<file path="src/rtl/dcc_pkg.sv">
// ----------------------------------------------------------------------------
// Debounced click classifier package
// Shared types, register indexes, event codes and reset values.
// ----------------------------------------------------------------------------
package dcc_pkg;

  localparam int unsigned TIME_W    = 32;
  localparam int unsigned CFG_W     = 16;
  localparam int unsigned CFG_IDX_W = 8;
  localparam int unsigned TALLY_W   = 2;
  localparam int unsigned EVENT_W   = 2;

  localparam logic [CFG_IDX_W-1:0] REG_DEBOUNCE_TIME = 8'd0;
  localparam logic [CFG_IDX_W-1:0] REG_DOUBLE_WINDOW = 8'd1;

  localparam logic [CFG_W-1:0] DEBOUNCE_TIME_RST = 16'd50;
  localparam logic [CFG_W-1:0] DOUBLE_WINDOW_RST = 16'd300;

  localparam logic [TALLY_W-1:0] TALLY_MAX = 2'd3;

  localparam logic [EVENT_W-1:0] EV_NONE   = 2'd0;
  localparam logic [EVENT_W-1:0] EV_SINGLE = 2'd1;
  localparam logic [EVENT_W-1:0] EV_DOUBLE = 2'd2;

  typedef struct packed {
    logic              raw_level;
    logic [TIME_W-1:0] now_ms;
    logic              poll;
  } item_t;

  typedef struct packed {
    logic [EVENT_W-1:0] click_event;
    logic [TIME_W-1:0]  last_click_ms;
  } result_t;

  typedef struct packed {
    logic               previous_raw;
    logic [TIME_W-1:0]  change_time;
    logic               stable_level;
    logic [TALLY_W-1:0] click_tally;
    logic [TIME_W-1:0]  click_time;
    logic               awaiting_second;
  } state_t;

  typedef struct packed {
    logic [CFG_W-1:0] debounce_time;
    logic [CFG_W-1:0] double_click_window;
  } cfg_t;

endpackage

</file>
<file path="src/rtl/dcc_ifs.sv">
// ----------------------------------------------------------------------------
// Debounced click classifier channel interfaces
// Valid/ready channels for samples, results and register writes.
// ----------------------------------------------------------------------------
interface dcc_in_if;
  logic                      valid;
  logic                      ready;
  logic                      raw_level;
  logic [dcc_pkg::TIME_W-1:0] now_ms;
  logic                      poll;

  modport source (output valid, raw_level, now_ms, poll, input ready);
  modport sink (input valid, raw_level, now_ms, poll, output ready);
endinterface

interface dcc_out_if;
  logic                        valid;
  logic                        ready;
  logic [dcc_pkg::EVENT_W-1:0] click_event;
  logic [dcc_pkg::TIME_W-1:0]  last_click_ms;

  modport source (output valid, click_event, last_click_ms, input ready);
  modport sink (input valid, click_event, last_click_ms, output ready);
endinterface

interface dcc_cfg_if;
  logic                          valid;
  logic                          ready;
  logic [dcc_pkg::CFG_IDX_W-1:0] index;
  logic [dcc_pkg::CFG_W-1:0]     data;

  modport source (output valid, index, data, input ready);
  modport sink (input valid, index, data, output ready);
endinterface

</file>
<file path="src/rtl/dcc_cfg_regs.sv">
// ----------------------------------------------------------------------------
// Debounced click classifier configuration registers
// Holds the debounce time and the double-click window.
// ----------------------------------------------------------------------------
module dcc_cfg_regs (
  input  logic           clk,
  input  logic           rst_n,
  dcc_cfg_if.sink        cfg_ch,
  output dcc_pkg::cfg_t  cfg
);

  dcc_pkg::cfg_t cfg_r;

  assign cfg_ch.ready = 1'b1;
  assign cfg         = cfg_r;

  always_ff @(posedge clk) begin
    if (!rst_n) begin
      cfg_r.debounce_time       <= dcc_pkg::DEBOUNCE_TIME_RST;
      cfg_r.double_click_window <= dcc_pkg::DOUBLE_WINDOW_RST;
    end else if (cfg_ch.valid) begin
      if (cfg_ch.index == dcc_pkg::REG_DEBOUNCE_TIME) begin
        cfg_r.debounce_time <= cfg_ch.data;
      end
      if (cfg_ch.index == dcc_pkg::REG_DOUBLE_WINDOW) begin
        cfg_r.double_click_window <= cfg_ch.data;
      end
    end
  end

endmodule

</file>
<file path="src/rtl/dcc_update.sv">
// ----------------------------------------------------------------------------
// Debounced click classifier update logic
// Computes the next state and the click event for one sample.
// ----------------------------------------------------------------------------
module dcc_update (
  input  dcc_pkg::state_t                 state,
  input  dcc_pkg::item_t                  item,
  input  dcc_pkg::cfg_t                   cfg,
  output dcc_pkg::state_t                 state_nxt,
  output logic [dcc_pkg::EVENT_W-1:0]     click_event
);

  logic [dcc_pkg::TIME_W-1:0]  change_time_a;
  logic [dcc_pkg::TIME_W-1:0]  deb_diff;
  logic [dcc_pkg::TIME_W-1:0]  win_diff;
  logic                        accept;
  logic                        click;
  logic [dcc_pkg::TALLY_W-1:0] tally_a;
  logic [dcc_pkg::TIME_W-1:0]  click_time_a;
  logic                        await_a;
  logic                        await_b;

  always_comb begin
    change_time_a = (item.raw_level != state.previous_raw) ? item.now_ms : state.change_time;
    deb_diff      = item.now_ms - change_time_a;
    accept        = (deb_diff > {16'd0, cfg.debounce_time}) &&
                    (item.raw_level != state.stable_level);
    click         = accept && !item.raw_level;

    tally_a = state.click_tally;
    if (click && state.click_tally != dcc_pkg::TALLY_MAX) begin
      tally_a = state.click_tally + 2'd1;
    end
    click_time_a = click ? item.now_ms : state.click_time;
    await_a      = (click && tally_a == 2'd1) ? 1'b1 : state.awaiting_second;

    win_diff = item.now_ms - click_time_a;
    await_b  = await_a && !(win_diff > {16'd0, cfg.double_click_window});

    state_nxt.previous_raw    = item.raw_level;
    state_nxt.change_time     = change_time_a;
    state_nxt.stable_level    = accept ? item.raw_level : state.stable_level;
    state_nxt.click_tally     = tally_a;
    state_nxt.click_time      = click_time_a;
    state_nxt.awaiting_second = await_b;
    click_event               = dcc_pkg::EV_NONE;

    if (item.poll && tally_a != 2'd0) begin
      priority if (tally_a >= 2'd2) begin
        state_nxt.click_tally     = 2'd0;
        state_nxt.awaiting_second = 1'b0;
        click_event               = dcc_pkg::EV_DOUBLE;
      end else if (!await_b) begin
        state_nxt.click_tally = 2'd0;
        click_event           = dcc_pkg::EV_SINGLE;
      end else begin
        click_event = dcc_pkg::EV_NONE;
      end
    end
  end

endmodule

</file>
<file path="src/rtl/debounced_click_classifier_top.sv">
// ----------------------------------------------------------------------------
// Debounced click classifier
// Debounces an active-low button and reports single and double clicks.
// ----------------------------------------------------------------------------
// Each transaction on in_ch carries one pin sample with its millisecond time
// stamp and a poll flag. Every sample yields exactly one transaction on
// out_ch with the click event and the time of the most recent click.
// The sample is captured in an input register; the state update then runs on
// it once the output side can advance and writes the result register, from
// which the result is offered on out_ch. While out_ch is not stalled, one
// sample is accepted per cycle; the single state update stage sets that
// rate.
// While out_ch is stalled the result register holds, one more sample waits in
// the input register, and in_ch.ready drops until the result is taken.
// cfg_ch writes the debounce time (index 0) and the double-click window
// (index 1); other indexes are ignored. Writes are always accepted and are
// expected only while no sample is in flight.
// Reset restores the default register values (50 and 300), clears all click
// state and empties both pipeline registers.
// ----------------------------------------------------------------------------
module debounced_click_classifier_top (
  input logic      clk,
  input logic      rst_n,
  dcc_in_if.sink   in_ch,
  dcc_out_if.source out_ch,
  dcc_cfg_if.sink  cfg_ch
);

  dcc_pkg::cfg_t    cfg;
  dcc_pkg::item_t   item_r;
  dcc_pkg::state_t  state_r;
  dcc_pkg::state_t  state_nxt;
  dcc_pkg::result_t result_r;
  logic [dcc_pkg::EVENT_W-1:0] event_nxt;
  logic in_valid_r;
  logic out_valid_r;
  logic advance;
  logic process;

  dcc_cfg_regs u_cfg_regs (
    .clk    (clk),
    .rst_n  (rst_n),
    .cfg_ch (cfg_ch),
    .cfg    (cfg)
  );

  dcc_update u_update (
    .state       (state_r),
    .item        (item_r),
    .cfg         (cfg),
    .state_nxt   (state_nxt),
    .click_event (event_nxt)
  );

  assign advance     = !out_valid_r || out_ch.ready;
  assign process     = in_valid_r && advance;
  assign in_ch.ready = !in_valid_r || advance;

  assign out_ch.valid         = out_valid_r;
  assign out_ch.click_event   = result_r.click_event;
  assign out_ch.last_click_ms = result_r.last_click_ms;

  always_ff @(posedge clk) begin
    if (!rst_n) begin
      in_valid_r  <= 1'b0;
      out_valid_r <= 1'b0;
      state_r     <= '0;
    end else begin
      if (in_ch.ready) begin
        in_valid_r <= in_ch.valid;
      end
      if (advance) begin
        out_valid_r <= in_valid_r;
      end
      if (process) begin
        state_r <= state_nxt;
      end
    end
  end

  always_ff @(posedge clk) begin
    if (in_ch.valid && in_ch.ready) begin
      item_r.raw_level <= in_ch.raw_level;
      item_r.now_ms    <= in_ch.now_ms;
      item_r.poll      <= in_ch.poll;
    end
    if (process) begin
      result_r.click_event   <= event_nxt;
      result_r.last_click_ms <= state_nxt.click_time;
    end
  end

  a_no_wait_without_click: assert property (
    @(posedge clk) disable iff (!rst_n)
    state_r.click_tally == 2'd0 |-> !state_r.awaiting_second
  ) else $error("double-click wait open with no pending click");

  a_event_consumes: assert property (
    @(posedge clk) disable iff (!rst_n)
    process && event_nxt != dcc_pkg::EV_NONE |=> state_r.click_tally == 2'd0
  ) else $error("reported click was not consumed");

  a_event_code: assert property (
    @(posedge clk) disable iff (!rst_n)
    out_valid_r |-> (result_r.click_event == dcc_pkg::EV_NONE ||
                     result_r.click_event == dcc_pkg::EV_SINGLE ||
                     result_r.click_event == dcc_pkg::EV_DOUBLE)
  ) else $error("invalid click event code");

  a_sample_kept: assert property (
    @(posedge clk) disable iff (!rst_n)
    in_valid_r && !advance |=> in_valid_r && $stable(item_r)
  ) else $error("stalled sample lost");

endmodule

</file>
<file path="src/flat_wrapper.sv">
// flat-port wrapper written by rule: the top's interface ports become plain ports
module debounced_click_classifier_top_flat 
  (clk, rst_n, in_ch_valid, in_ch_raw_level, in_ch_now_ms, in_ch_poll, in_ch_ready, out_ch_valid, out_ch_click_event, out_ch_last_click_ms, out_ch_ready, cfg_ch_valid, cfg_ch_index, cfg_ch_data, cfg_ch_ready);
  dcc_in_if in_ch_i ();
  dcc_out_if out_ch_i ();
  dcc_cfg_if cfg_ch_i ();
  input logic clk;
  input logic rst_n;
  input wire logic [$bits(in_ch_i.valid)-1:0] in_ch_valid;
  input wire logic [$bits(in_ch_i.raw_level)-1:0] in_ch_raw_level;
  input wire logic [$bits(in_ch_i.now_ms)-1:0] in_ch_now_ms;
  input wire logic [$bits(in_ch_i.poll)-1:0] in_ch_poll;
  output wire logic [$bits(in_ch_i.ready)-1:0] in_ch_ready;
  output wire logic [$bits(out_ch_i.valid)-1:0] out_ch_valid;
  output wire logic [$bits(out_ch_i.click_event)-1:0] out_ch_click_event;
  output wire logic [$bits(out_ch_i.last_click_ms)-1:0] out_ch_last_click_ms;
  input wire logic [$bits(out_ch_i.ready)-1:0] out_ch_ready;
  input wire logic [$bits(cfg_ch_i.valid)-1:0] cfg_ch_valid;
  input wire logic [$bits(cfg_ch_i.index)-1:0] cfg_ch_index;
  input wire logic [$bits(cfg_ch_i.data)-1:0] cfg_ch_data;
  output wire logic [$bits(cfg_ch_i.ready)-1:0] cfg_ch_ready;
  assign in_ch_i.valid = in_ch_valid;
  assign in_ch_i.raw_level = in_ch_raw_level;
  assign in_ch_i.now_ms = in_ch_now_ms;
  assign in_ch_i.poll = in_ch_poll;
  assign in_ch_ready = in_ch_i.ready;
  assign out_ch_valid = out_ch_i.valid;
  assign out_ch_click_event = out_ch_i.click_event;
  assign out_ch_last_click_ms = out_ch_i.last_click_ms;
  assign out_ch_i.ready = out_ch_ready;
  assign cfg_ch_i.valid = cfg_ch_valid;
  assign cfg_ch_i.index = cfg_ch_index;
  assign cfg_ch_i.data = cfg_ch_data;
  assign cfg_ch_ready = cfg_ch_i.ready;
  debounced_click_classifier_top u_core (.clk(clk), .rst_n(rst_n), .in_ch(in_ch_i), .out_ch(out_ch_i), .cfg_ch(cfg_ch_i));
endmodule
</file>
<file path="config.mk">
export PLATFORM = sky130hd
export DESIGN_NAME = debounced_click_classifier_top_flat
export DESIGN_NICKNAME = d
export VERILOG_FILES = /design/src/rtl/dcc_pkg.sv /design/src/rtl/dcc_ifs.sv /design/src/rtl/dcc_cfg_regs.sv /design/src/rtl/dcc_update.sv /design/src/rtl/debounced_click_classifier_top.sv /design/src/flat_wrapper.sv
export SDC_FILE = /design/constraint.sdc
export NUM_CORES = 1
export LEC_CHECK = 0
export BUFFER_PORTS_ARGS = -buffer_cell sky130_fd_sc_hd__buf_4
export CAP_MARGIN = 5
export CORE_MARGIN = 10
export CORE_UTILIZATION = 50
export CTS_BUF_LIST = sky130_fd_sc_hd__clkbuf_2
export CTS_CLUSTER_DIAMETER = 30
export DETAILED_ROUTE_END_ITERATION = 6
export PLACE_DENSITY_LB_ADDON = 0.15
export SLEW_MARGIN = 25
export SYNTH_ARGS = -nofsm -noshare
export SYNTH_HDL_FRONTEND = slang
export SYNTH_SLANG_ARGS = --single-unit
</file>
<file path="constraint.sdc">
create_clock -name clk -period 12.8 [get_ports clk]
set_input_delay 1.92 -clock clk [delete_from_list [all_inputs] [get_ports clk]]
set_output_delay 1.92 -clock clk [all_outputs]
set_load 0.1 [all_outputs]
</file>
# --- After elaboration in Yosys (flattened, before gate mapping) ---
# Cells that the tools add are included.
totals:
  elab_cells: 59
  in_bits: 63
  output_inout_bits: 37
  register_bits: 171
classes:
  order_cmp: 3
  n_addsub: 3
  eq_ne: 5
  n_reduce_logical: 20
  n_mux: 11
  bitwise: 1
op_table:
  columns: ["cell", "count"]
  rows:
  - ["$gt A32 B16 Y1", 2]
  - ["$mux W32", 2]
  - ["$sub A32 B32 Y32", 2]
  - ["$mux W2", 5]
  - ["$eq A8 B1 Y1 const B", 1]
  - ["$logic_and A1 B1 Y1", 8]
  - ["$logic_not A8 Y1", 1]
  - ["$reduce_and A2 Y1", 3]
  - ["$logic_not A1 Y1", 4]
  - ["$mux W1", 4]
  - ["$add A2 B1 Y2 const B", 1]
  - ["$eq A2 B1 Y1 const B", 1]
  - ["$ge A2 B2 Y1 const B", 1]
  - ["$logic_or A1 B1 Y1", 2]
  - ["$ne A1 B1 Y1", 2]
  - ["$ne A2 B2 Y1 const B", 1]
  - ["$reduce_bool A2 Y1", 1]
  - ["$reduce_or A2 Y1", 1]
  - ["$not A1 Y1", 1]

# --- Logic depth before layout (Yosys ltp) ---
# Gate-level depths: netlist of the first run.
logic_depth:
  word_depth: 15
  depth_mapped: 59
  depth_no_buf: 55

# --- By module ---
# Synthesis of the first run repeated with hierarchy kept, for this count alone.
unflattened:
  hier_cells: 1629
  hier_area_um2: 13295.3
modules_own_cells:
  columns: ["mod", "seq_area_each_um2", "cells_each", "instances", "area_each_um2"]
  rows:
  - ["dcc_update", 0.0, 1116, 1, 7019.2]
  - ["debounced_click_classifier_top", 3463.3, 377, 1, 4963.5]
  - ["dcc_cfg_regs", 640.6, 136, 1, 1312.5]

# --- Least setup slack after synthesis of the first run ---
# OpenSTA, ideal clock, no wires.
synth_timing:
  path_kind: "flip-flop to flip-flop"
  startpoint: "reg u_core.item_r[33] (netlist bit)"
  endpoint: "reg, netlist name u_core.out_ch.click_event[0]"
  path_stages_with_launch: 57
  t_required_ns: 12.544
  path_slack_ns: 1.756
  setup_ns: 0.256
  arrival_time_ns: 10.788
  path_buffers: 5
  period_less_slack_ns: 11.044
  cell_sequence: "edfxtp_1 -> xor2_2 -> buf_6 -> clkbuf_1 -> mux2i_1 -> ha_1 -> clkbuf_1 -> and3_1 -> o211ai_1 -> nor2_1 -> nor2_1 -> xnor2_1 -> ha_1 -> nand4_1 -> or4b_2 -> a211oi_2 -> o2111ai_1 -> a2111oi_2 -> [21 not listed] -> xor2_1 -> a21oi_1 -> ha_1 -> nor2b_1 -> o21ai_0 -> nand2b_1 -> a21oi_1 -> nor2b_1 -> o21ai_0 -> nand2b_1 -> a221oi_1 -> a31oi_1 -> nor4_1 -> o2111a_1 -> nand4b_1 -> nor4_1 -> nand4_1 -> and4_1"
synth_lines:
  columns: ["item", "line", "rtl"]
  rows:
  - ["start, declared", "debounced_click_classifier_top.sv:30", "dcc_pkg::item_t item_r;"]

==> metrics.csv, run 1 <==
metric,value,unit
status,"finished, final reports clean",
cts_max_path_buffers,2,
synth_cells,1409,
critPathArrivalTime,12.23,ns
drive_above_1_share,12.2,%
ios,100,
synth_enable_flop_cells,68,
grtUsageMet3,3.47,%
cp_common_cell,o21ai_0,
p_comb_share,35.4,%
finalCritPeriodShare,91.4,%
dp_hpwl,26500,um
vias_per_cell,5.92,
cap_violations,0,
synth_top_family_by_area,compound AO/OA/AOI/OAI gates,
clock.fmax,85.4,MHz
grt_pass1_wl,54700,um
place_area,0.0129,mm^2
yosys.area_share.simple,18.1,%
end_kind,flip-flop,
h-tree-depth,4,
total_power,1.54,mW
cts_hold_buf,0,
gp_congestion,0.930,
ant_nets,0,
fin_crit,11.70,ns
core_area,0.0235,mm^2
synthMuxAreaShare,7.12,%
synth-seq-cells,171,
clock_skew,0.0374,ns
syn_area,0.0119,mm^2
syn_area_per_cell,8.47,um^2
dpl_worst_slack,0.949,ns
cts_made_buffers,17,
fin_util,56.3,%
synth_ff_type,dfxtp_1,
die_h,175,um
hold_path_class,flip-flop to flip-flop,
syn-num-nets,1555,
p_sw,0.571,mW
yosys.area_share.adder,9.01,%
leakage,5.39,nW
synth_cell_types,92,
worst_slack,1.10,ns
met2_usage,35.5,%
drc,0,
root_buffer,clkbuf_2,
drt_pass1_iterations,7,
hold_viol,0,
die-area,0.0305,mm^2
gr-total-overflow,0,
slew_viol_final,0,
synth_compound_area_share,22.1,%
clkPwrFrac,24.1,%
path_max_fanout,31,
grt_pass1_vias,9993,
rows,56,
ys_warn_count,0,
crit_path_max_incr_delay,0.64,ns
synth-seq-area-share,34.4,%
wl_per_cell,19.2,um
area_growth,10.8,%
grt-busiest-layer,met2,
worst_setup_path_start_kind,flip-flop,
fin_area,0.0132,mm^2
synthArstFlopShare,0,%
synth-xor-area-share,3.72,%
antenna_found_initial,1,
vias,10600,
switching_share,37.1,%
grt_max_degree,73,
setup_viol,0,
vdd_drop_max,0.0556,mV
io_buffers,98,
cp.required,13.33,ns
clk_pin_slew_worst_paths,0.27,ns
setup_tns,0,ns
worst_path_max_delay_cell,or4b_2,
worstSetupPathType,flip-flop to flip-flop,
seq_power_share,40.5,%
die_w,175,um
relSlewSlack,33.4,%
cts_tree,done,
grt_util_met1,30.9,%
cts_num_sinks,171,
clock_latency,0.75,ns
p_int,0.966,mW
track_usage,22.2,%
start_util,50.9,%
first_iter_violations,848,
routed_wl,34400,um
grt_setup_unrepaired,no,
nNetsFinal,1608,
p_per_area,116,mW/mm^2
timing_worst_slew_pin_value,1.00,ns
## cell type report
class	instances	area, um^2
timing repair buffer	110	830
multi-input combinational	1072	7230
sequential	171	4100
clock inverter	11	218
antenna	1	2.50
tap	319	399
fill	2206	10200
inverter	90	340
clock buffer	21	105
## repair_timing
item / in CTS / in global routing
resized for setup: 0 / 7
setup buffers: 0 / 2
setup endpoints to repair: 0 / 3
## power by group through the flow
| stage | sequential [mW] | combinational [mW] | clock (mW) |
|---|---|---|---|
| after CTS | 0.622 | 0.536 | 0.380 |
| after global routing | 0.626 | 0.600 | 0.399 |
| after detailed placement | 0.633 | 0.533 | 0 |
| final | 0.622 | 0.544 | 0.370 |
| after global placement | 0.633 | 0.533 | 0 |
| after floorplan | 0.665 | 0.360 | 0 |
## layer usage
| layer | vias up | part of all wire (%) |
|---|---|---|
| met2 | 337 | 46 |
| met4 | 0 | 1.4 |
| met5 | - | 0 |
| li1 | 5244 | - |
| met1 | 5018 | 46 |
| met3 | 30 | 6.0 |
## registers in the layout, summed over array words and instances, names as in the netlist
| name | count |
|---|---|
| u_core.in_valid_r | 1 |
| u_core.u_cfg_regs.cfg | 32 |
| u_core.state_r | 69 |
| u_core.out_ch.valid | 1 |
| u_core.out_ch.last_click_ms | 32 |
| u_core.out_ch.click_event | 2 |
| u_core.item_r | 34 |
## through the flow
stage / cells / hold WS (ns)
after global placement: 1760 / 0.453
after detailed placement: 1760 / 0.454
after global routing: 1795 / 0.499
after floorplan: 1409 / 0.437
after CTS: 1792 / 0.482
final: 1795 / 0.483
## path summary, 6_finish.rpt
check	to	slack (ns)	start	cells after the start
setup / recovery	u_core.out_ch.click_event[0]$_SDFFCE_PP0P_	1.10	u_core.item_r[33]$_DFFE_PP_	50
hold / removal	u_core.state_r[36]$_SDFFE_PN0P_	0.48	u_core.state_r[36]$_SDFFE_PN0P_	2
setup reg to reg	u_core.out_ch.click_event[0]$_SDFFCE_PP0P_	1.10	u_core.item_r[33]$_DFFE_PP_	50
hold reg to reg	u_core.state_r[36]$_SDFFE_PN0P_	0.48	u_core.state_r[36]$_SDFFE_PN0P_	2
## layout by cell type, fill, tap and decap left out, types with 22 or more instances in the layout
master    Yosys  final
mux2i_1      79     79
a21oi_1     109    109
ha_1         82     82
edfxtp_1     68     68
nand2_1     115    115
nor2b_1      29     29
xnor2_1      27     27
o21ai_0      66     65
nand3_1      25     25
inv_1        88     88
dfxtp_1     103    103
buf_4         1    109
a211oi_1     53     53
nor3_1       26     26
nand2b_1     22     22
nor2_1      165    162
## worst max-delay path: cells and delay by family, from the launching register on
kind | cells | cell delay (ns)
multiplexers | 1 | 0.28
flip-flops | 1 | 0.56
adder cells (fa/ha/maj) | 5 | 1.43
AO/OA/AOI/OAI | 23 | 5.02
buffers and inverters | 4 | 0.96
XOR/XNOR | 3 | 0.49
AND/OR/NAND/NOR | 14 | 2.73
## kinds of logic after synthesis
family	Yosys count
adder cells (fa/ha/maj)	86
flip-flops	171
AND/OR/NAND/NOR	457
XOR/XNOR	49
multiplexers	84
AO/OA/AOI/OAI	395
buffers and inverters	166
other	1
## synth_stat cells, types with 10 or more instances
library cell	instances	area share (%)
o21bai_1	12	0.75
o21ai_0	66	2.8
nor3_1	26	1.1
o211ai_1	16	1.0
o21a_1	12	0.75
a211oi_1	53	3.3
nand2_1	115	3.6
edfxtp_1	68	17
ha_1	82	8.6
nand4_1	18	0.94
dfxtp_1	103	17
and3_1	10	0.52
nand2b_1	22	1.2
nor2b_1	29	1.5
mux2i_1	79	6.6
nor2_1	165	5.2
xor2_1	20	1.5
a21oi_1	109	4.6
clkbuf_1	58	1.8
a21o_1	21	1.3
inv_1	88	2.8
nand3_1	25	1.0
a31oi_1	12	0.63
xnor2_1	27	2.0
Note: power is estimated with default switching activity, not from simulation.
==> run 2, diff against run 1 <==
--- a/config.mk
+++ b/config.mk
@@ -5,6 +5,7 @@
 export SDC_FILE = /design/constraint.sdc
 export NUM_CORES = 1
 export LEC_CHECK = 0
+export ABC_AREA = 1
 export BUFFER_PORTS_ARGS = -buffer_cell sky130_fd_sc_hd__buf_4
 export CAP_MARGIN = 5
 export CORE_MARGIN = 10
==> metrics.csv, run 2 <==
metric,value,unit
grt_pass1_vias,10200,
mostFrequentLayoutCell,nand2_1,
relSlewSlack,43.7,%
r2r_start,u_core.item_r[33]$_DFFE_PP_,
timing.reg2reg.setup_slack,4.02,ns
drc,1,
clock_latency,0.78,ns
r2r_end,u_core.state_r[0]$_SDFFE_PN0P_,
worst_setup_path_start_kind,flip-flop,
synth_cells,1698,
setup_tns,0,ns
cts_tree,done,
leakage,6.66,nW
cp.required,13.50,ns
top_register,u_core.state_r,
fillCellCount,2324,
hold_path_class,flip-flop to flip-flop,
rows,56,
antenna_found_initial,1,
routed_wl,33900,um
first_iter_violations,855,
multiInputGateArea,0.00639,mm^2
vias_per_cell,5.25,
post_cts_buffers,0,
clock_skew,0.0564,ns
grt_max_degree,91,
clkPwrFrac,19.4,%
root_buffer,clkbuf_2,
hold_start,u_core.u_cfg_regs.cfg[18]$_SDFFE_PN0P_,
synth_ff_type,dfxtp_1,
hold_viol,0,
synth-seq-cells,171,
cts_made_buffers,17,
p_sw,0.612,mW
p_comb_share,38.7,%
cts.repair.resized,0,
area_growth,10.0,%
core_area,0.0235,mm^2
ant_nets,0,
timing_worst_slew_pin_value,0.844,ns
violations,DRC,
fin_util,55.9,%
track_usage,21.8,%
syn_area_per_cell,7.03,um^2
min_path_cells,2,
gr-total-overflow,0,
largest_reg_flops,69,
p_per_area,113,mW/mm^2
total_power,1.49,mW
vdd_drop_max,0.0693,mV
switching_share,41.2,%
cp_common_cell,nand2_1,
die_h,174,um
synth_cell_types,52,
synth_enable_flop_cells,68,
clock.fmax,114,MHz
cts_max_path_buffers,2,
end_kind,flip-flop,
path_max_fanout,76,
start_util,50.8,%
ff_latch_area,0.00410,mm^2
drt_pass1_iterations,7,
drive_above_1_share,11.3,%
min_delay_worst_endpoint,u_core.u_cfg_regs.cfg[18]$_SDFFE_PN0P_,
worst_path_max_delay_cell,nand2_4,
synth_most_common_cell,nand2_1,
slew_viol_final,0,
fin_crit,8.78,ns
synthArstFlopShare,0,%
die_w,174,um
syn-num-nets,1844,
synth_top_area_cell,dfxtp_1,
ys_warn_count,0,
ios,100,
h-tree-depth,4,
seq_power_share,41.8,%
r2r_cells,55,
setup_viol,0,
clk_pin_slew_worst_paths,0.29,ns
die-area,0.0304,mm^2
critPathArrivalTime,9.48,ns
grt_pass1_wl,53300,um
synthTopCellsByArea,"dfxtp_1, edfxtp_1, nand2_1",
wl_per_cell,16.1,um
io_buffers,98,
status,"complete, but fails checks",
top_regs,"u_core.state_r: 69 flops, u_core.item_r: 34 flops",
synth_top_area_share,17.3,%
nNetsFinal,1920,
synth-seq-area-share,34.4,%
vias,11100,
crit_path_max_incr_delay,0.55,ns
gp_congestion,0.923,
finalCritPeriodShare,68.6,%
hold-worst-slack,0.485,ns
cap_violations,0,
grt_setup_unrepaired,no,
p_int,0.873,mW
ys_top_cells_by_count,"nand2_1, inv_1, o21ai_0, a21oi_1, nor2_1",
syn_area,0.0119,mm^2
worstSetupPathType,flip-flop to flip-flop,
cts_num_sinks,171,
cts_hold_buf,0,
dp_hpwl,26900,um
mostFrequentLayoutCells,"nand2_1, inv_1, o21ai_0",
## run 2: changes by cell type after synthesis, moves of 22 or more
| cell | change |
|---|---|
| o21ai_0 | +90 |
| clkbuf_1 | -23 |
| nand2b_1 | -22 |
| nand2_1 | +250 |
| nor2b_1 | -29 |
| a211oi_1 | -48 |
| mux2i_1 | -62 |
| nor2_1 | -59 |
| nand3_1 | +52 |
| a21oi_1 | +35 |
| inv_1 | +235 |
## run 2: power groups by stage
stage | sequential, mW | clock [mW] | combinational (mW)
3_5_place_dp | 0.631 | 0 | 0.569
4_1_cts | 0.621 | 0.299 | 0.572
3_3_place_gp | 0.630 | 0 | 0.564
6_report | 0.621 | 0.289 | 0.575
5_1_grt | 0.625 | 0.317 | 0.650
2_1_floorplan | 0.670 | 0 | 0.391
## run 2: final cells by class
cell class,instances,area share [%]
repair buffers,101,5.77
clock inverters,13,1.02
multi-input cells,1152,48.7
diodes,1,0.0191
flip-flops and latches,171,31.3
clock buffers,19,0.724
well taps,319,3.04
inverters,331,9.47
## run 2: cell families (layout without fill, tap and decap cells)
group,Yosys count,in the layout,share of synthesized area [%]
AND/OR/NAND/NOR,651,651,24.1
buffers and inverters,375,464,12.0
AO/OA/AOI/OAI,368,368,16.9
flip-flops,171,171,34.4
adder cells (fa/ha/maj),83,83,8.77
XOR/XNOR,32,32,2.35
multiplexers,17,17,1.43
other,1,2,0.0314
## run 2: layer usage
layer | track usage [%] | wire, um | vias to the layer above
met5 | 0 | 0 | -
met4 | 6.88 | 782 | 0
met3 | 3.42 | 1630 | 51
met2 | 35.4 | 15800 | 235
met1 | 29.1 | 15700 | 5103
li1 | - | - | 5676
## run 2: critical path: cells and delay by family, from the launching register on
| kind | cells | cell delay [ns] |
|---|---|---|
| AND/OR/NAND/NOR | 36 | 4.88 |
| adder cells (fa/ha/maj) | 5 | 1.43 |
| flip-flops | 1 | 0.50 |
| AO/OA/AOI/OAI | 8 | 1.39 |
| XOR/XNOR | 2 | 0.23 |
| buffers and inverters | 4 | 0.27 |
## run 2: per-stage QoR
stage / std cells / worst slack, ns / cell area, um^2
5_1_grt: 2107 / 3.03 / 13100
3_3_place_gp: 2074 / 4.32 / 12900
2_1_floorplan: 1698 / 5.06 / 11900
6_report: 2107 / 4.02 / 13100
4_1_cts: 2106 / 4.07 / 13100
3_5_place_dp: 2074 / 4.09 / 12900
## run 2: worst max-delay path by stage
stage                     slack (ns)                                          to  cells after the start                   startpoint
after global routing            3.03              u_core.state_r[0]$_SDFFE_PN0P_                     53  u_core.item_r[33]$_DFFE_PP_
after floorplan                 5.06  u_core.out_ch.click_event[0]$_SDFFCE_PP0P_                     57  u_core.item_r[33]$_DFFE_PP_
after global placement          4.32  u_core.out_ch.click_event[0]$_SDFFCE_PP0P_                     52  u_core.item_r[33]$_DFFE_PP_
final                           4.02              u_core.state_r[0]$_SDFFE_PN0P_                     55  u_core.item_r[33]$_DFFE_PP_
after CTS                       4.07              u_core.state_r[0]$_SDFFE_PN0P_                     55  u_core.item_r[33]$_DFFE_PP_
after detailed placement        4.09  u_core.out_ch.click_event[0]$_SDFFCE_PP0P_                     54  u_core.item_r[33]$_DFFE_PP_
